## src/sv/pcems_pkg.sv

```systemverilog
// Shared types, constants and reset values for the chipset register and decode block.
`timescale 1ns / 1ps

package pcems_pkg;

  localparam int PAGE_COUNT = 4;
  localparam int REG_COUNT  = 32;
  localparam int REG_AW     = $clog2(REG_COUNT);
  localparam int PAGE_AW    = $clog2(PAGE_COUNT);
  localparam int ADDR_W     = 24;
  localparam int RAMKB_W    = 15;

  // Word kinds
  localparam logic [1:0] KIND_PORT_RD = 2'd0;
  localparam logic [1:0] KIND_PORT_WR = 2'd1;
  localparam logic [1:0] KIND_DECODE  = 2'd2;

  // Routes
  localparam logic [1:0] ROUTE_DRAM = 2'd0;
  localparam logic [1:0] ROUTE_BUS  = 2'd1;
  localparam logic [1:0] ROUTE_ANY  = 2'd2;
  localparam logic [1:0] ROUTE_NONE = 2'd3;

  // Register index codes seen through the index port
  localparam logic [7:0] IDX_FIRST     = 8'h20;
  localparam logic [7:0] IDX_EMS_FIRST = 8'h24;
  localparam logic [7:0] IDX_EMS_LAST  = 8'h2b;
  localparam logic [7:0] IDX_PLAIN_END = 8'h2d;
  localparam logic [7:0] IDX_FORCE4    = 8'h2e;
  localparam logic [7:0] IDX_A20       = 8'h31;
  localparam logic [7:0] IDX_HI_FIRST  = 8'h32;
  localparam logic [7:0] IDX_LAST      = 8'h3f;

  // Register file rows with a fixed meaning
  localparam logic [REG_AW-1:0] ROW_EXT_FE = REG_AW'(5'h00);
  localparam logic [REG_AW-1:0] ROW_SHADOW = REG_AW'(5'h02);
  localparam logic [REG_AW-1:0] ROW_CTRL   = REG_AW'(5'h03);
  localparam logic [REG_AW-1:0] ROW_EXTC_D = REG_AW'(5'h07);
  localparam logic [REG_AW-1:0] ROW_WIN    = REG_AW'(5'h0c);
  localparam logic [REG_AW-1:0] ROW_SELC_D = REG_AW'(5'h0d);
  localparam logic [REG_AW-1:0] ROW_EMS0   = REG_AW'(5'h04);

  // Address map
  localparam logic [ADDR_W-1:0] ADDR_LOW_BASE = 24'h0a0000;
  localparam logic [ADDR_W-1:0] ADDR_LOW_TOP  = 24'h0fffff;
  localparam logic [ADDR_W-1:0] ADDR_SHD_BASE = 24'h0c0000;
  localparam logic [ADDR_W-1:0] ADDR_EXT_BASE = 24'hf80000;
  localparam logic [ADDR_W-1:0] ADDR_FE_BASE  = 24'hfe0000;
  localparam logic [ADDR_W-1:0] ADDR_FE_TOP   = 24'hfeffff;
  localparam logic [ADDR_W-1:0] WIN_SPAN      = 24'h010000;
  localparam int                PAGE_SHIFT    = 14;
  localparam logic [7:0]        EXT_TOP_SEG   = 8'hfe;

  localparam logic [ADDR_W-1:0] WIN_BASES [4] = '{
    24'h0c0000, 24'h0c8000, 24'h0d0000, 24'h0e0000
  };

  localparam logic [8:0] REMAP_NONE = 9'd0;
  localparam logic [8:0] REMAP_128  = 9'd128;
  localparam logic [8:0] REMAP_256  = 9'd256;
  localparam logic [8:0] REMAP_384  = 9'd384;

  localparam logic [RAMKB_W-1:0] RAM_KB_RESET = 15'd1024;
  localparam logic [7:0]         BYTE_FF      = 8'hff;
  localparam logic [7:0]         FORCE_BIT4   = 8'h10;

  typedef struct packed {
    logic [1:0]        kind;
    logic              port_odd;
    logic [7:0]        io_data;
    logic [ADDR_W-1:0] mem_addr;
    logic              mem_is_write;
  } req_t;

  typedef struct packed {
    logic [7:0]        read_data;
    logic [1:0]        route;
    logic [ADDR_W-1:0] phys_addr;
    logic              beyond_ram;
    logic              a20_alt;
    logic              reset_pulse;
    logic [8:0]        remap_kb;
  } rsp_t;

  // Register file contents after reset
  function automatic logic [7:0] reg_reset(input logic [REG_AW-1:0] row);
    logic [7:0] v;
    case (row)
      5'h00:   v = 8'h02;
      5'h0e:   v = 8'h10;
      5'h11:   v = 8'h01;
      5'h13:   v = 8'h40;
      5'h15:   v = 8'h40;
      5'h17:   v = 8'h40;
      5'h19:   v = 8'h40;
      5'h1b:   v = 8'h40;
      5'h1c:   v = 8'h22;
      5'h1d:   v = 8'hc4;
      5'h1f:   v = 8'h30;
      default: v = 8'h00;
    endcase
    return v;
  endfunction

endpackage

```

## src/sv/pcems_if.sv

```systemverilog
// Valid/ready channel interfaces for request, response and configuration words.
`timescale 1ns / 1ps

interface pcems_req_if;
  import pcems_pkg::*;
  logic              valid;
  logic              ready;
  logic [1:0]        kind;
  logic              port_odd;
  logic [7:0]        io_data;
  logic [ADDR_W-1:0] mem_addr;
  logic              mem_is_write;

  modport source (output valid, kind, port_odd, io_data, mem_addr, mem_is_write,
                  input ready);
  modport sink   (input valid, kind, port_odd, io_data, mem_addr, mem_is_write,
                  output ready);
endinterface

interface pcems_rsp_if;
  import pcems_pkg::*;
  logic              valid;
  logic              ready;
  logic [7:0]        read_data;
  logic [1:0]        route;
  logic [ADDR_W-1:0] phys_addr;
  logic              beyond_ram;
  logic              a20_alt;
  logic              reset_pulse;
  logic [8:0]        remap_kb;

  modport source (output valid, read_data, route, phys_addr, beyond_ram, a20_alt,
                  reset_pulse, remap_kb, input ready);
  modport sink   (input valid, read_data, route, phys_addr, beyond_ram, a20_alt,
                  reset_pulse, remap_kb, output ready);
endinterface

interface pcems_cfg_if;
  import pcems_pkg::*;
  logic               valid;
  logic               ready;
  logic [RAMKB_W-1:0] data;

  modport source (output valid, data, input ready);
  modport sink   (input valid, data, output ready);
endinterface

```

## src/sv/pc_chipset_ems_shadow_decoder.sv

```systemverilog
// Top level: index/data register block, EMS translator and memory route decoder.
`timescale 1ns / 1ps

// Takes one word per clock on req while the skid is empty and returns exactly
// one word on rsp for it. Register updates and the address decode are done in
// the accept cycle by a single layer of logic feeding the response register,
// or the skid when rsp stalls; the sustained rate is one word per clock while
// rsp does not stall. A two-entry output buffer (response register plus skid)
// keeps req ready after rsp stalls until the skid is full. The cfg port loads
// the installed RAM size in KB and is ready whenever reset is low; write it
// only while no word is in flight. Neither req nor cfg is ready during reset.
module pc_chipset_ems_shadow_decoder
  import pcems_pkg::*;
(
  input  logic        clk,
  input  logic        rst,
  pcems_req_if.sink   req,
  pcems_rsp_if.source rsp,
  pcems_cfg_if.sink   cfg
);

  // Architectural state
  logic [RAMKB_W-1:0]    ram_size_kb;
  logic [7:0]            index_reg;
  logic [7:0]            reg_file [REG_COUNT];
  logic [PAGE_COUNT-1:0] ems_written;
  logic                  a20_flag;

  logic [7:0]            index_reg_next;
  logic [7:0]            reg_file_next [REG_COUNT];
  logic [PAGE_COUNT-1:0] ems_written_next;
  logic                  a20_flag_next;

  // Output buffer
  logic out_valid, skid_valid;
  rsp_t out_word, skid_word;

  req_t        rq;
  rsp_t        res;
  logic        in_fire, pop;
  logic [REG_AW-1:0] row;
  logic        pulse;
  logic [7:0]  rd_data;

  assign rq = '{kind: req.kind, port_odd: req.port_odd, io_data: req.io_data,
                mem_addr: req.mem_addr, mem_is_write: req.mem_is_write};
  assign req.ready = !rst && !skid_valid;
  assign in_fire   = req.valid && req.ready;
  assign pop       = out_valid && rsp.ready;
  assign cfg.ready = !rst;
  assign row       = index_reg[REG_AW-1:0];

  // Port access: index load, register read and write
  always_comb begin
    logic [2:0] pg_tmp;
    index_reg_next   = index_reg;
    reg_file_next    = reg_file;
    ems_written_next = ems_written;
    a20_flag_next    = a20_flag;
    pulse            = 1'b0;
    rd_data          = 8'h00;
    pg_tmp           = row[3:1] - 3'd2;
    case (rq.kind)
      KIND_PORT_RD: begin
        if (!rq.port_odd) begin
          rd_data = index_reg;
        end else if ((index_reg >= IDX_FIRST && index_reg <= IDX_FORCE4) ||
                     (index_reg >= IDX_A20 && index_reg <= IDX_LAST)) begin
          rd_data = reg_file[row];
        end else begin
          rd_data = BYTE_FF;
        end
      end
      KIND_PORT_WR: begin
        if (!rq.port_odd) begin
          index_reg_next = rq.io_data;
        end else if (index_reg >= IDX_FIRST && index_reg <= IDX_PLAIN_END) begin
          reg_file_next[row] = rq.io_data;
          if (index_reg >= IDX_EMS_FIRST && index_reg <= IDX_EMS_LAST) begin
            ems_written_next[pg_tmp[PAGE_AW-1:0]] = 1'b1;
          end
        end else if (index_reg == IDX_FORCE4) begin
          reg_file_next[row] = rq.io_data | FORCE_BIT4;
        end else if (index_reg == IDX_A20) begin
          reg_file_next[row] = rq.io_data;
          a20_flag_next      = rq.io_data[0];
          pulse              = rq.io_data[1];
        end else if (index_reg >= IDX_HI_FIRST && index_reg <= IDX_LAST) begin
          reg_file_next[row] = rq.io_data;
        end
      end
      default: ;
    endcase
  end

  // EMS page bases: reset layout until either register of a page's pair is written
  logic [ADDR_W-1:0] page_base [PAGE_COUNT];
  always_comb begin
    for (int k = 0; k < PAGE_COUNT; k++) begin
      if (ems_written[k]) begin
        page_base[k] = {reg_file[ROW_EMS0 + REG_AW'(2 * k)][4:0],
                        reg_file[ROW_EMS0 + REG_AW'(2 * k + 1)][4:0],
                        {PAGE_SHIFT{1'b0}}};
      end else begin
        page_base[k] = ADDR_W'(k) << PAGE_SHIFT;
      end
    end
  end

  // Memory decode
  logic [7:0]        r_shd, r_ctl, r_extcd, r_win, r_selcd, r_fe;
  logic [ADDR_W-1:0] addr, win_base, win_off;
  logic              in_low, in_win, in_fe, in_ext;
  logic [1:0]        dec_route, shd_route, shd_ext;
  logic [ADDR_W-1:0] dec_phys;
  logic              shd_sel, shd_en;
  logic [7:0]        ext_reg;
  logic [2:0]        ext_row;

  assign r_fe    = reg_file[ROW_EXT_FE];
  assign r_shd   = reg_file[ROW_SHADOW];
  assign r_ctl   = reg_file[ROW_CTRL];
  assign r_extcd = reg_file[ROW_EXTC_D];
  assign r_win   = reg_file[ROW_WIN];
  assign r_selcd = reg_file[ROW_SELC_D];
  assign addr    = rq.mem_addr;

  assign win_base = WIN_BASES[r_win[1:0]];
  assign win_off  = addr - win_base;
  assign in_low   = addr >= ADDR_LOW_BASE && addr <= ADDR_LOW_TOP;
  assign in_win   = r_ctl[3] && addr >= win_base && win_off < WIN_SPAN;
  assign in_fe    = addr >= ADDR_FE_BASE && addr <= ADDR_FE_TOP;
  assign in_ext   = addr >= ADDR_EXT_BASE && addr < ADDR_FE_BASE;

  // Shadow blocks C0000-FFFFF: addr[17] picks the upper half (E0000 and up)
  always_comb begin
    if (!addr[17]) begin
      shd_en  = rq.mem_is_write ? r_shd[3] : r_shd[2];
      shd_sel = r_selcd[addr[16:15]];
      shd_ext = (addr[16] ? r_extcd[7] : r_extcd[6]) ? ROUTE_ANY : ROUTE_BUS;
    end else begin
      shd_en  = rq.mem_is_write ? r_shd[1] : r_shd[0];
      shd_sel = r_win[{1'b1, addr[16]}];
      shd_ext = (addr[16] || r_win[4]) ? ROUTE_ANY : ROUTE_BUS;
    end
    shd_route = (shd_sel && shd_en) ? ROUTE_DRAM : shd_ext;
  end

  // F80000-FDFFFF: rows 6 down to 1, one bit per 32 KB half
  assign ext_row = 3'(EXT_TOP_SEG - addr[23:16]);
  always_comb begin
    case (ext_row)
      3'd1:    ext_reg = reg_file[1];
      3'd2:    ext_reg = reg_file[2];
      3'd3:    ext_reg = reg_file[3];
      3'd4:    ext_reg = reg_file[4];
      3'd5:    ext_reg = reg_file[5];
      default: ext_reg = reg_file[6];
    endcase
  end

  always_comb begin
    dec_route = ROUTE_NONE;
    dec_phys  = addr;
    if (in_low) begin
      if (in_win) begin
        dec_route = ROUTE_DRAM;
        dec_phys  = page_base[win_off[PAGE_SHIFT+PAGE_AW-1:PAGE_SHIFT]] +
                    {{(ADDR_W-PAGE_SHIFT){1'b0}}, addr[PAGE_SHIFT-1:0]};
      end else if (addr >= ADDR_SHD_BASE) begin
        dec_route = shd_route;
      end
    end else if (in_fe) begin
      dec_route = r_fe[6] ? ROUTE_ANY : ROUTE_DRAM;
    end else if (in_ext) begin
      dec_route = (addr[15] ? ext_reg[7] : ext_reg[6]) ? ROUTE_ANY : ROUTE_DRAM;
    end
  end

  // Response word
  logic [7:0] ctl_next, shd_next;
  logic [8:0] remap;
  assign ctl_next = reg_file_next[ROW_CTRL];
  assign shd_next = reg_file_next[ROW_SHADOW];
  always_comb begin
    if (!ctl_next[4])          remap = REMAP_NONE;
    else if (|shd_next[3:2])   remap = REMAP_128;
    else if (|shd_next[1:0])   remap = REMAP_256;
    else                       remap = REMAP_384;
  end

  always_comb begin
    res             = '0;
    res.route       = ROUTE_NONE;
    res.read_data   = rd_data;
    res.a20_alt     = a20_flag_next;
    res.reset_pulse = pulse;
    res.remap_kb    = remap;
    if (rq.kind == KIND_DECODE) begin
      res.route      = dec_route;
      res.phys_addr  = dec_phys;
      res.beyond_ram = dec_route == ROUTE_DRAM &&
                       {1'b0, dec_phys} >= {ram_size_kb, 10'b0};
    end
  end

  // State registers
  always_ff @(posedge clk) begin
    if (rst) begin
      ram_size_kb <= RAM_KB_RESET;
      index_reg   <= '0;
      ems_written <= '0;
      a20_flag    <= 1'b1;
      for (int i = 0; i < REG_COUNT; i++) begin
        reg_file[i] <= reg_reset(REG_AW'(i));
      end
    end else begin
      if (cfg.valid) begin
        ram_size_kb <= cfg.data;
      end
      if (in_fire) begin
        index_reg   <= index_reg_next;
        reg_file    <= reg_file_next;
        ems_written <= ems_written_next;
        a20_flag    <= a20_flag_next;
      end
    end
  end

  // Output buffer: response register plus skid
  always_ff @(posedge clk) begin
    if (rst) begin
      out_valid  <= 1'b0;
      skid_valid <= 1'b0;
    end else begin
      if (skid_valid) begin
        if (pop) begin
          out_word   <= skid_word;
          skid_valid <= 1'b0;
        end
      end else if (in_fire) begin
        if (!out_valid || pop) begin
          out_word  <= res;
          out_valid <= 1'b1;
        end else begin
          skid_word  <= res;
          skid_valid <= 1'b1;
        end
      end else if (pop) begin
        out_valid <= 1'b0;
      end
    end
  end

  assign rsp.valid       = out_valid;
  assign rsp.read_data   = out_word.read_data;
  assign rsp.route       = out_word.route;
  assign rsp.phys_addr   = out_word.phys_addr;
  assign rsp.beyond_ram  = out_word.beyond_ram;
  assign rsp.a20_alt     = out_word.a20_alt;
  assign rsp.reset_pulse = out_word.reset_pulse;
  assign rsp.remap_kb    = out_word.remap_kb;

  // Checks
  a_skid_has_out: assert property (@(posedge clk) disable iff (rst)
    skid_valid |-> out_valid)
    else $error("skid word held without a response word");

  a_a20_after_rst: assert property (@(posedge clk)
    rst |=> a20_flag)
    else $error("A20 flag not set after reset");

  a_pulse_port_only: assert property (@(posedge clk) disable iff (rst)
    out_valid && out_word.reset_pulse |-> out_word.route == ROUTE_NONE &&
    out_word.read_data == 8'h00)
    else $error("reset pulse on a word that is not a port write");

  a_beyond_dram: assert property (@(posedge clk) disable iff (rst)
    out_valid && out_word.beyond_ram |-> out_word.route == ROUTE_DRAM)
    else $error("beyond_ram flagged on a non-DRAM route");

endmodule
```

## src/flat_wrapper.sv

```systemverilog
// flat-port wrapper written by rule: the top's interface ports become plain ports
module pc_chipset_ems_shadow_decoder_flat import pcems_pkg::*;
  (clk, rst, req_valid, req_kind, req_port_odd, req_io_data, req_mem_addr, req_mem_is_write, req_ready, rsp_valid, rsp_read_data, rsp_route, rsp_phys_addr, rsp_beyond_ram, rsp_a20_alt, rsp_reset_pulse, rsp_remap_kb, rsp_ready, cfg_valid, cfg_data, cfg_ready);
  pcems_req_if req_i ();
  pcems_rsp_if rsp_i ();
  pcems_cfg_if cfg_i ();
  input  logic clk;
  input  logic rst;
  input wire logic [$bits(req_i.valid)-1:0] req_valid;
  input wire logic [$bits(req_i.kind)-1:0] req_kind;
  input wire logic [$bits(req_i.port_odd)-1:0] req_port_odd;
  input wire logic [$bits(req_i.io_data)-1:0] req_io_data;
  input wire logic [$bits(req_i.mem_addr)-1:0] req_mem_addr;
  input wire logic [$bits(req_i.mem_is_write)-1:0] req_mem_is_write;
  output wire logic [$bits(req_i.ready)-1:0] req_ready;
  output wire logic [$bits(rsp_i.valid)-1:0] rsp_valid;
  output wire logic [$bits(rsp_i.read_data)-1:0] rsp_read_data;
  output wire logic [$bits(rsp_i.route)-1:0] rsp_route;
  output wire logic [$bits(rsp_i.phys_addr)-1:0] rsp_phys_addr;
  output wire logic [$bits(rsp_i.beyond_ram)-1:0] rsp_beyond_ram;
  output wire logic [$bits(rsp_i.a20_alt)-1:0] rsp_a20_alt;
  output wire logic [$bits(rsp_i.reset_pulse)-1:0] rsp_reset_pulse;
  output wire logic [$bits(rsp_i.remap_kb)-1:0] rsp_remap_kb;
  input wire logic [$bits(rsp_i.ready)-1:0] rsp_ready;
  input wire logic [$bits(cfg_i.valid)-1:0] cfg_valid;
  input wire logic [$bits(cfg_i.data)-1:0] cfg_data;
  output wire logic [$bits(cfg_i.ready)-1:0] cfg_ready;
  assign req_i.valid = req_valid;
  assign req_i.kind = req_kind;
  assign req_i.port_odd = req_port_odd;
  assign req_i.io_data = req_io_data;
  assign req_i.mem_addr = req_mem_addr;
  assign req_i.mem_is_write = req_mem_is_write;
  assign req_ready = req_i.ready;
  assign rsp_valid = rsp_i.valid;
  assign rsp_read_data = rsp_i.read_data;
  assign rsp_route = rsp_i.route;
  assign rsp_phys_addr = rsp_i.phys_addr;
  assign rsp_beyond_ram = rsp_i.beyond_ram;
  assign rsp_a20_alt = rsp_i.a20_alt;
  assign rsp_reset_pulse = rsp_i.reset_pulse;
  assign rsp_remap_kb = rsp_i.remap_kb;
  assign rsp_i.ready = rsp_ready;
  assign cfg_i.valid = cfg_valid;
  assign cfg_i.data = cfg_data;
  assign cfg_ready = cfg_i.ready;
  pc_chipset_ems_shadow_decoder u_core (.clk(clk), .rst(rst), .req(req_i), .rsp(rsp_i), .cfg(cfg_i));
endmodule
```

## config.mk

```make
export PLATFORM = sky130hd
export DESIGN_NAME = pc_chipset_ems_shadow_decoder_flat
export DESIGN_NICKNAME = d
export VERILOG_FILES = /design/src/sv/pcems_pkg.sv /design/src/sv/pcems_if.sv /design/src/sv/pc_chipset_ems_shadow_decoder.sv /design/src/flat_wrapper.sv
export SDC_FILE = /design/constraint.sdc
export NUM_CORES = 1
export LEC_CHECK = 0
export BUFFER_PORTS_ARGS = -buffer_cell sky130_fd_sc_hd__buf_2
export CAP_MARGIN = 25
export CORE_UTILIZATION = 55
export CTS_BUF_LIST = sky130_fd_sc_hd__clkbuf_8
export DETAILED_ROUTE_END_ITERATION = 8
export HOLD_SLACK_MARGIN = 0.02
export PLACE_DENSITY = 0.81
export SLEW_MARGIN = 20
export SYNTH_ARGS = -nofsm -noshare
export SYNTH_HDL_FRONTEND = slang
export SYNTH_SLANG_ARGS = --single-unit
```

## constraint.sdc

```tcl
create_clock -name clk -period 9 [get_ports clk]
set_input_delay 0.45 -clock clk [delete_from_list [all_inputs] [get_ports clk]]
set_output_delay 0.45 -clock clk [all_outputs]
set_load 0.02 [all_outputs]
```

==> flow_summary_export.csv <==
group,metric,value,unit
floorplan,die_area,31600,µm²
setup_path,reg2reg_slack,5130,ps
yosys,ys_ff_latch,364,
global_routing,antenna_found_initial,0,
worst_hold_path,holdPathStages,3,
timing,clock.fmax,259,MHz
setup_path,critical_path_class,"flip-flop to flip-flop",
final_layout,layout.nets,1847,
yosys,yosysTopAreaCellShare,33.7,%
clocking,clk_pin_slew,60,ps
timing,finalHoldViolCount,0,
final_layout,final_core_util,61.3,%
worst_hold_path,hold_class,"primary input to flip-flop",
job,drv_cap,0,
timing,drv_slew,0,
placement,dpl-instance-area,17600,µm²
clocking,post_cts_buffers,0,
clocking,cts.path.max_buffers,3,
floorplan,die_width,178,µm
yosys,synth-seq-area-share,47.5,%
setup_path,crit_fanout,11,
timing,relSlewSlack,29.2,%
yosys,synth_area,17000,µm²
timing,fin_crit_sh,43.0,%
detailed_routing,drc,0,
placement,port_buffers,97,
yosys,syn_area_per_cell,9.81,µm²
timing,clock_skew,29.4,ps
final_layout,drive_gt1_share,18.2,%
clocking,ctsResizeCount,0,
clocking,cts_tree,"yes",
clocking,h-tree-depth,2,
setup_path,critPathCaptureType,"flip-flop",
yosys,synth_warnings,0,
power_and_ir_drop,ir_worst_vdd,0.0935,mV
yosys,postSynthCellCount,1734,
detailed_routing,viasPerCell,6.33,
floorplan,coreArea,30500,µm²
floorplan,row_count,64,
clocking,clockRootBuffer,"clkbuf_8",
final_layout,area_growth,10.0,%
timing,rsz0062_at_grt,"no",
detailed_routing,dr_total_vias,14000,
setup_path,crit_required,9360,ps
clocking,hold_buffers,0,
yosys,synth-main-ff-cell,"dfxtp_1",
global_routing,overflow,0,
power_and_ir_drop,power.density_cell_area,170,nW/µm²
power_and_ir_drop,p_leak,6.59,nW
floorplan,io_pins,105,
timing,finalSetupViolations,0,
final_layout,largest_register_ffs,208,
placement,gp_congestion,0.911,
setup_path,start_kind,"flip-flop",
detailed_routing,firstDrtPassIters,6,
yosys,async_flop_share,0,%
yosys,synth_area_leaders,"dfxtp_1 (34%), edfxtp_1 (14%), mux4_2 (11%)",
placement,dp_hpwl,30000,µm
detailed_routing,dr.first_iter.drc_count,1620,
final_layout,n_antenna_cell,0,
yosys,synth_cell_types,62,
global_routing,grt_pass1_wl,72900,µm
run_status,outcome,"finished clean",
global_routing,grtUsageTotal,29.6,%
global_routing,grt_pass1_vias,13300,
timing,worstMarginPinSlew,1060,ps
detailed_routing,wirelength,47100,µm
timing,tns,0,ps
placement,placedCellCount,2107,
floorplan,die_h,178,µm
final_layout,stdcell_count,2211,
detailed_routing,ant_nets,0,
yosys,synth_edf_count,78,
setup_path,crit_arrival,4230,ps
detailed_routing,avgRoutedWirePerCell,21.3,µm
setup_path,r2r_cells,15,
yosys,synth_area_leader_cell,"dfxtp_1",
final_layout,final_area,18700,µm²
clocking,clock_latency,620,ps
global_routing,grt_start_max_net_pins,109,
clocking,clock-sinks,364,
timing,period_needed,3870,ps
final_layout,top_register,"u_core.reg_file",
floorplan,initial_core_util,55.7,%
clocking,numCtsBuffers,57,
## cells in the mapped netlist (all sizes together) (2+ instances only)
| library cell | number |
|---|---|
| and2 | 22 |
| inv | 28 |
| o21ai | 36 |
| a21o | 4 |
| nand3b | 3 |
| o2111ai | 3 |
| and3 | 4 |
| o211ai | 9 |
| nand3 | 185 |
| nor2b | 25 |
| and4 | 3 |
| clkinv | 2 |
| nor4 | 3 |
| nand4 | 4 |
| mux4 | 81 |
| or3 | 2 |
| o21bai | 3 |
| nand2b | 10 |
| dfxtp | 286 |
| a211oi | 11 |
| clkbuf | 114 |
| edfxtp | 78 |
| nor2 | 142 |
| nand2 | 245 |
| mux2 | 38 |
| a221o | 2 |
| nor3b | 4 |
| ha | 17 |
| a21oi | 168 |
| a211o | 2 |
| nor3 | 13 |
| mux2i | 101 |
| a31oi | 18 |
| buf | 36 |
| o31ai | 4 |
| o22ai | 2 |
| a311oi | 3 |
| or4 | 4 |
| a22o | 3 |
## final cells by class
type	instances	area [µm²]
fillers	2432	11800
multi-input cells	1196	8270
flip-flops and latches	364	8070
clock buffers	63	867
repair buffers	124	732
well taps	396	495
clock inverters	38	158
inverters	30	113
## cell usage in the layout (no fill, tap or decap), types with 7 or more instances in the layout
cell	n
nor2_1	137
buf_2	98
nand2_1	245
nor3_1	7
a211oi_1	11
buf_4	23
dfxtp_1	284
inv_1	57
mux2i_1	101
o21ai_0	36
a31oi_1	18
conb_1	7
mux2_2	38
nand3_1	185
a21oi_1	168
nor2b_1	25
nand2b_1	9
ha_1	17
o211ai_1	9
clkbuf_8	64
mux4_2	81
edfxtp_1	78
and2_1	22
## power breakdown
group	internal [mW]	switching [mW]	leakage (nW)
logic	0.0611	0.135	2.90
registers	1.68	0.00935	3.05
clock network	0.638	0.645	0.637
## path summary, 6_finish.rpt
| kind | endpoint | startpoint |
|---|---|---|
| setup / recovery | u_core.rsp.beyond_ram$_DFFE_PP_ | u_core.r_win[0]$_SDFFE_PP0P_ |
| setup reg to reg | u_core.rsp.beyond_ram$_DFFE_PP_ | u_core.r_win[0]$_SDFFE_PP0P_ |
| hold reg to reg | u_core.reg_file[140]$_SDFFE_PP1P_ | u_core.reg_file[140]$_SDFFE_PP1P_ |
| hold / removal | u_core.ram_size_kb[1]$_SDFFE_PP0P_ | cfg_data[1] |
## cells by family after synthesis
logic type	share of synthesized area (%)
AND/OR/NAND/NOR	18.4
flip-flops	47.5
AO/OA/AOI/OAI	9.16
multiplexers	19.2
buffers and inverters	4.36
adder cells (fa/ha/maj)	1.37
other	0.0221
XOR/XNOR	0.0515
## worst max-delay path: stages, from the launching register on
cell and delay, ps:
dfxtp_1 340, nor2b_1 150, ha_1 210, fa_1 380
xor2_1 180, nand3_1 100, a211o_1 460, a21oi_1 350
inv_1 90, ha_1 310, and4_1 220, o21ai_0 70
nand4_1 120, a311oi_1 360, nor3_1 80, a22o_1 220
## stage by stage
step	setup slack [ps]	hold slack, ps	power, mW
detailed placement	4940	433	1.92
floorplan	3450	415	1.85
global placement	4930	429	1.91
CTS	5150	60.8	3.17
finish	5130	82.7	3.17
global route	4850	73.6	3.27
## per-layer routing
layer / part of all wire [%] / up-vias / track usage [%]
met3: 9.3 / 128 / 5.46
met1: 39 / 6821 / 38.4
met4: 4.2 / 0 / 14.3
li1: - / 6252 / -
met5: 0 / - / 0
met2: 47 / 801 / 47.6
Note: power is estimated with default switching activity, not from simulation.
